### src/sv/wsd_pkg.sv
// Package for the WebSocket frame deframer.
// Holds length constants, header codes, phase and result types.
// No dependencies.
package wsd_pkg;

    localparam int LengthBits = 64;
    localparam int AccBits    = 64;

    localparam logic [AccBits-1:0] LEN_MASK = {AccBits{1'b1}} >> (AccBits - LengthBits);

    localparam logic [7:0] FIN_TEXT   = 8'h81;
    localparam logic [7:0] LEN_CODE16 = 8'd126;
    localparam logic [7:0] LEN_CODE64 = 8'd127;
    localparam logic [3:0] EXT_BYTES16 = 4'd2;
    localparam logic [3:0] EXT_BYTES64 = 4'd8;

    typedef enum logic [1:0] {
        PH_FIRST,
        PH_SECOND,
        PH_EXTLEN,
        PH_PAYLOAD
    } t_phase;

    typedef enum logic [1:0] {
        KIND_DATA,
        KIND_EMPTY,
        KIND_ERROR
    } t_kind;

    typedef enum logic [1:0] {
        ERR_NONE,
        ERR_TYPE,
        ERR_MASK
    } t_err;

    typedef struct packed {
        logic       valid;
        t_kind      kind;
        logic [7:0] payload_byte;
        logic       last;
        t_err       error_code;
    } t_result;

endpackage

### src/sv/wsd_parser.sv
// Header parser and payload counter of the WebSocket frame deframer.
// Consumes one byte per enabled cycle and gives at most one result.
// Depends on wsd_pkg.
module wsd_parser
    import wsd_pkg::*;
(
    input  logic          i_clk,
    input  logic          i_rst_n,
    input  logic          i_step,
    input  logic [7:0]    i_byte,
    output t_result       o_res
);

    t_phase                r_phase, n_phase;
    logic [3:0]            r_ext_left, n_ext_left;
    logic [AccBits-1:0]    r_acc, n_acc;
    logic [LengthBits-1:0] r_left, n_left;
    logic                  r_halted, n_halted;

    logic [AccBits-1:0]    acc_shift;
    logic                  acc_sat;

    assign acc_shift = {r_acc[AccBits-9:0], i_byte};
    assign acc_sat   = (acc_shift & ~LEN_MASK) != '0;

    always_ff @(posedge i_clk) begin
        if (!i_rst_n) begin
            r_phase    <= PH_FIRST;
            r_ext_left <= '0;
            r_acc      <= '0;
            r_left     <= '0;
            r_halted   <= 1'b0;
        end else begin
            r_phase    <= n_phase;
            r_ext_left <= n_ext_left;
            r_acc      <= n_acc;
            r_left     <= n_left;
            r_halted   <= n_halted;
        end
    end

    always_comb begin
        n_phase    = r_phase;
        n_ext_left = r_ext_left;
        n_acc      = r_acc;
        n_left     = r_left;
        n_halted   = r_halted;
        o_res      = '{valid: 1'b0, kind: KIND_DATA, payload_byte: 8'h00,
                       last: 1'b0, error_code: ERR_NONE};

        if (i_step && !r_halted) begin
            unique case (r_phase)
                PH_FIRST: begin
                    if (i_byte != FIN_TEXT) begin
                        n_halted         = 1'b1;
                        o_res.valid      = 1'b1;
                        o_res.kind       = KIND_ERROR;
                        o_res.error_code = ERR_TYPE;
                    end else begin
                        n_phase = PH_SECOND;
                    end
                end
                PH_SECOND: begin
                    priority if (i_byte[7]) begin
                        n_halted         = 1'b1;
                        o_res.valid      = 1'b1;
                        o_res.kind       = KIND_ERROR;
                        o_res.error_code = ERR_MASK;
                    end else if (i_byte == LEN_CODE16 || i_byte == LEN_CODE64) begin
                        n_ext_left = (i_byte == LEN_CODE16) ? EXT_BYTES16 : EXT_BYTES64;
                        n_acc      = '0;
                        n_phase    = PH_EXTLEN;
                    end else if (i_byte == 8'h00) begin
                        n_phase     = PH_FIRST;
                        o_res.valid = 1'b1;
                        o_res.kind  = KIND_EMPTY;
                        o_res.last  = 1'b1;
                    end else begin
                        n_left  = LengthBits'(i_byte);
                        n_phase = PH_PAYLOAD;
                    end
                end
                PH_EXTLEN: begin
                    n_acc      = acc_shift;
                    n_ext_left = r_ext_left - 4'd1;
                    if (r_ext_left == 4'd1) begin
                        n_acc = '0;
                        if (acc_shift == '0) begin
                            n_phase     = PH_FIRST;
                            o_res.valid = 1'b1;
                            o_res.kind  = KIND_EMPTY;
                            o_res.last  = 1'b1;
                        end else begin
                            n_left  = acc_sat ? LEN_MASK[LengthBits-1:0]
                                              : acc_shift[LengthBits-1:0];
                            n_phase = PH_PAYLOAD;
                        end
                    end
                end
                PH_PAYLOAD: begin
                    n_left             = (r_left == '0) ? '0 : r_left - LengthBits'(1);
                    o_res.valid        = 1'b1;
                    o_res.kind         = KIND_DATA;
                    o_res.payload_byte = i_byte;
                    o_res.last         = (r_left <= LengthBits'(1));
                    if (o_res.last) begin
                        n_phase = PH_FIRST;
                    end
                end
                default: begin
                    n_phase = PH_FIRST;
                end
            endcase
        end
    end

endmodule

### src/sv/websocket_frame_deframer.sv
// WebSocket frame deframer, receive side, unmasked final text frames only.
// Input register holds an accepted byte; output register takes its parser result.
// Throughput: one byte per cycle; a stalled full output holds parser and input register.
// Reset: synchronous, active low; parser returns to the first header byte and
// clears the halt flag; both pipeline registers are emptied.
// Depends on wsd_pkg and wsd_parser.
module websocket_frame_deframer
    import wsd_pkg::*;
(
    input  logic       i_clk,
    input  logic       i_rst_n,
    input  logic       i_valid,
    output logic       o_stall,
    input  logic [7:0] i_rx_byte,
    output logic       o_valid,
    input  logic       i_stall,
    output logic [1:0] o_kind,
    output logic [7:0] o_payload_byte,
    output logic       o_last,
    output logic [1:0] o_error_code
);

    logic       r_in_valid;
    logic [7:0] r_in_byte;
    t_result    r_out;
    t_result    res;
    logic       advance;

    assign advance = !r_out.valid || !i_stall;
    assign o_stall = r_in_valid && !advance;

    always_ff @(posedge i_clk) begin
        if (!i_rst_n) begin
            r_in_valid <= 1'b0;
        end else if (!o_stall) begin
            r_in_valid <= i_valid;
        end
    end

    always_ff @(posedge i_clk) begin
        if (i_valid && !o_stall) begin
            r_in_byte <= i_rx_byte;
        end
    end

    wsd_parser u_parser (
        .i_clk   (i_clk),
        .i_rst_n (i_rst_n),
        .i_step  (r_in_valid && advance),
        .i_byte  (r_in_byte),
        .o_res   (res)
    );

    always_ff @(posedge i_clk) begin
        if (!i_rst_n) begin
            r_out.valid <= 1'b0;
        end else if (advance) begin
            r_out.valid <= r_in_valid && res.valid;
        end
        if (advance && r_in_valid && res.valid) begin
            r_out.kind         <= res.kind;
            r_out.payload_byte <= res.payload_byte;
            r_out.last         <= res.last;
            r_out.error_code   <= res.error_code;
        end
    end

    assign o_valid        = r_out.valid;
    assign o_kind         = r_out.kind;
    assign o_payload_byte = r_out.payload_byte;
    assign o_last         = r_out.last;
    assign o_error_code   = r_out.error_code;

    // nothing follows a delivered error until reset
    a_halt_quiet: assert property (@(posedge i_clk) disable iff (!i_rst_n)
        o_valid && o_kind == KIND_ERROR && !i_stall |=> !o_valid)
        else $error("result after error request");

    a_error_fields: assert property (@(posedge i_clk) disable iff (!i_rst_n)
        o_valid && o_kind == KIND_ERROR |-> !o_last && o_error_code != ERR_NONE)
        else $error("malformed error request");

    a_nondata_zero: assert property (@(posedge i_clk) disable iff (!i_rst_n)
        o_valid && o_kind != KIND_DATA |-> o_payload_byte == 8'h00)
        else $error("payload byte set on non-data request");

    a_empty_last: assert property (@(posedge i_clk) disable iff (!i_rst_n)
        o_valid && o_kind == KIND_EMPTY |-> o_last && o_error_code == ERR_NONE)
        else $error("empty message without last mark");

endmodule

### config.mk
export PLATFORM = sky130hd
export DESIGN_NAME = websocket_frame_deframer
export DESIGN_NICKNAME = d
export VERILOG_FILES = /design/src/sv/wsd_pkg.sv /design/src/sv/wsd_parser.sv /design/src/sv/websocket_frame_deframer.sv
export SDC_FILE = /design/constraint.sdc
export NUM_CORES = 1
export LEC_CHECK = 0
export BUFFER_PORTS_ARGS = -buffer_cell sky130_fd_sc_hd__clkbuf_2
export CELL_PAD_IN_SITES_DETAIL_PLACEMENT = 0
export CELL_PAD_IN_SITES_GLOBAL_PLACEMENT = 1
export CORE_MARGIN = 10
export CORE_UTILIZATION = 51
export DETAILED_ROUTE_END_ITERATION = 16
export PLACE_DENSITY = 0.92
export SYNTH_ARGS = -nofsm -noshare
export SYNTH_HDL_FRONTEND = slang
export SYNTH_SLANG_ARGS = --single-unit
### constraint.sdc
create_clock -name i_clk -period 4.8 [get_ports i_clk]
set_input_delay 0.72 -clock i_clk [delete_from_list [all_inputs] [get_ports i_clk]]
set_output_delay 0.72 -clock i_clk [all_outputs]
set_load 0.02 [all_outputs]
==> run_results.csv <==
group,metric,value,unit
outcome,outcome,"finished clean",
floorplan,rows,44,
yosys,synth_nets,931,
worst_setup_path,ff2ff_setup_slack,1.50,ns
worst_setup_path,worstReg2RegEnd,"u_parser.r_left[62]$_SDFFE_PN0P_",
global_route,grt_pass1_vias,6697,
floorplan,start_util,0.520,
power,p_per_area,326,nW/um^2
final_layout,fin_cells,1097,
routing,ant_nets,0,
final_layout,nNetsFinal,918,
worst_setup_path,crit_path_end_kind,"flip-flop",
final_layout,drive_above_1_share,0.105,
yosys,seq_area_frac_synth,0.425,
final_layout,diodes,0,
yosys,yosysWarnings,0,
min_path,min_path_type,"input pin to flip-flop",
yosys,synth_top_area_frac,0.342,
yosys,synth_commonest_cells,"dfxtp_1, nand2_1, o21ai_0",
routing,drtPass1Iterations,5,
place,gp_congestion,0.866,
sta,fmax,303,MHz
worst_setup_path,critical_path_arrival,3.64,ns
routing,wl,21.8,mm
worst_setup_path,crit_path_max_fanout,7,
clock_tree,cts_post_setup_buffers_inserted,0,
floorplan,die_w,142,um
place,placement.io_buffers,26,
sta,tns,0,ns
clock_tree,cts_hold_buf,0,
min_path,min_to,"r_in_byte[4]$_DFFE_PP_",
yosys,synthArstFlopShare,0,
sta,period_needed,3.30,ns
place,placed_cell_area,7780,sq um
sta,setup_viol,0,
global_route,antenna_found_initial,0,
clock_tree,clockBufferDepth,2,
global_route,grt-ovfl-total,0,
routing,vias_per_cell,6.43,
clock_tree,root_buffer,"clkbuf_16",
yosys,synth_seq_cells,150,
worst_setup_path,crit_required,5.14,ns
final_layout,multi_input_area,4030,sq um
sta,setup_ws,1.50,ns
final_layout,fill_cells,1350,
yosys,synth_edf_count,21,
clock_tree,clkTransAtPathRegs,0.06,ns
place,placed_cells,1066,
global_route,grt_usage,0.216,
routing,drc,0,
sta,rsz0062_at_grt,"no",
clock_tree,cts_buffers,17,
place,dp_hpwl,14.1,mm
sta,slew_violations,0,
clock_tree,cts_tree,"done",
power,power_leakage,3.06,nW
yosys,synth_area,7550,sq um
sta,fin_skew,0.00830,ns
clock_tree,ctsHtreeMaxLevel,4,
sta,max_slew_margin,0.359,
place,dpl_worst_slack,1.50,ns
floorplan,dieArea,20100,sq um
final_layout,regArea,3210,sq um
sta,fin_crit_sh,0.688,
yosys,yosysTopAreaCell,"dfxtp_1",
yosys,ys_types,59,
final_layout,synthToLayoutAreaGrowth,10.9,%
clock_tree,cts_resized,0,
yosys,synth_ff_type,"dfxtp_1",
power,vdd_drop_max,272,uV
yosys,synthCells,914,
routing,num_vias,7049,
sta,worstMarginPinSlew,0.959,ns
routing,drt-initial-drc-count,850,
routing,post_drt_wl_per_cell,19.9,um
worst_setup_path,critPathLaunchType,"flip-flop",
min_path,hold_depth,1,
yosys,yosysMostFrequentCell,"dfxtp_1",
floorplan,core_area,14500,sq um
yosys,synth_area_leaders,"dfxtp_1, edfxtp_1, nand2_1, a21boi_0, o21ai_0",
final_layout,final_area,8380,sq um
sta,fin_hold_ws,0.465,ns
worst_setup_path,worst_r2r_path_depth,7,
floorplan,io_pins,27,
yosys,syn_avg_cell_area,8.26,sq um
worst_setup_path,reg2reg_from,"u_parser.r_left[28]$_SDFFE_PN0P_",
clock_tree,clkSinkCount,150,
min_path,hp-start,"i_rx_byte[4]",
sta,timing_hold_violations_final,0,
clock_tree,insertion_delay,0.43,ns
worst_setup_path,crit_type,"flip-flop to flip-flop",
worst_setup_path,crit_start,"u_parser.r_left[28]$_SDFFE_PN0P_",
floorplan,die-height,142,um
global_route,grt_first_pass_wirelength,35.4,mm
flow_run,drv_cap,0,
global_route,grt_max_degree,82,
[placed cells by master, fill, tap and decap left out, types with 6 or more instances in the layout]
master and count:
buf_4 18, inv_1 14, clkinv_2 6, o22ai_1 7
xor2_1 13, o211ai_1 11, nand4_1 9, or2_2 9
nand3_1 67, nand2_1 123, nor2_1 60, o21ai_0 74
a21oi_1 29, edfxtp_1 21, nor4_1 32, or4_1 7
dfxtp_1 129, or3_1 12, a221oi_1 16, nor3_1 22
a21boi_0 58, clkbuf_16 18, and2_1 13, clkbuf_2 25
a32o_1 27
[kinds of logic (layout without fill, tap and decap cells)]
logic type,count (synthesis),after routing,synth area share
buf+inv,89,88,0.0475
flops,150,150,0.425
xor+xnor,17,17,0.0197
compound gates,269,269,0.246
fa+ha+maj,5,5,0.00828
simple gates,384,384,0.253
[per-stage QoR]
step                power [mW]  utilization
finish                    2.73        0.577
global route              2.80        0.577
CTS                       2.74        0.577
detailed placement        1.39        0.535
global placement          1.38        0.535
floorplan                 1.36            -
[power breakdown]
group          switching (mW)  internal (mW)  leakage (nW)
registers              0.0124           1.28          1.24
clock network           0.522          0.853         0.297
logic                  0.0390         0.0223          1.52
total                   0.574           2.16          3.06
[worst max path at each step]
stage | cells past startpoint | to
5_1_grt | 10 | u_parser.r_left[62]$_SDFFE_PN0P_
3_3_place_gp | 11 | u_parser.r_left[4]$_SDFFE_PN0P_
2_1_floorplan | 9 | u_parser.r_left[63]$_SDFFE_PN0P_
6_report | 7 | u_parser.r_left[62]$_SDFFE_PN0P_
3_5_place_dp | 11 | u_parser.r_left[4]$_SDFFE_PN0P_
4_1_cts | 8 | u_parser.r_left[62]$_SDFFE_PN0P_
[worst max-delay path: stages, from the launching register on]
cell and delay [ns]:
dfxtp_1 0.36, or4_1 0.60, nor4_1 0.59, nand2_1 0.34, nor3_1 0.66, nand2_1 0.17, o2bb2a_1 0.34, o21ai_0 0.16
[state kept, by name, indices dropped and copies added, names as in the netlist]
register             cells
u_parser.r_left         64
o_kind                   2
u_parser.r_acc          56
o_error_code             2
u_parser.r_ext_left      4
o_valid                  1
o_payload_byte           8
r_in_byte                8
u_parser.r_halted        1
o_last                   1
u_parser.r_phase         2
r_in_valid               1
[area by class of cell]
type,count,area share
clock buffer,21,0.0563
tap,184,0.0275
multi-input combinational,675,0.480
inverter,14,0.00627
timing repair buffer,43,0.0311
sequential,150,0.383
clock inverter,10,0.0152
[metal layers]
metal | wire length [um] | GRT usage | up-vias | share of wire
met4 | 373 | 0.0699 | 0 | 0.017
met5 | 0 | 0 | - | 0
met3 | 1540 | 0.0437 | 34 | 0.071
li1 | - | - | 3360 | -
met1 | 9670 | 0.294 | 3365 | 0.44
met2 | 10200 | 0.336 | 290 | 0.47
No activity file was read; power rests on OpenSTA's default activity.
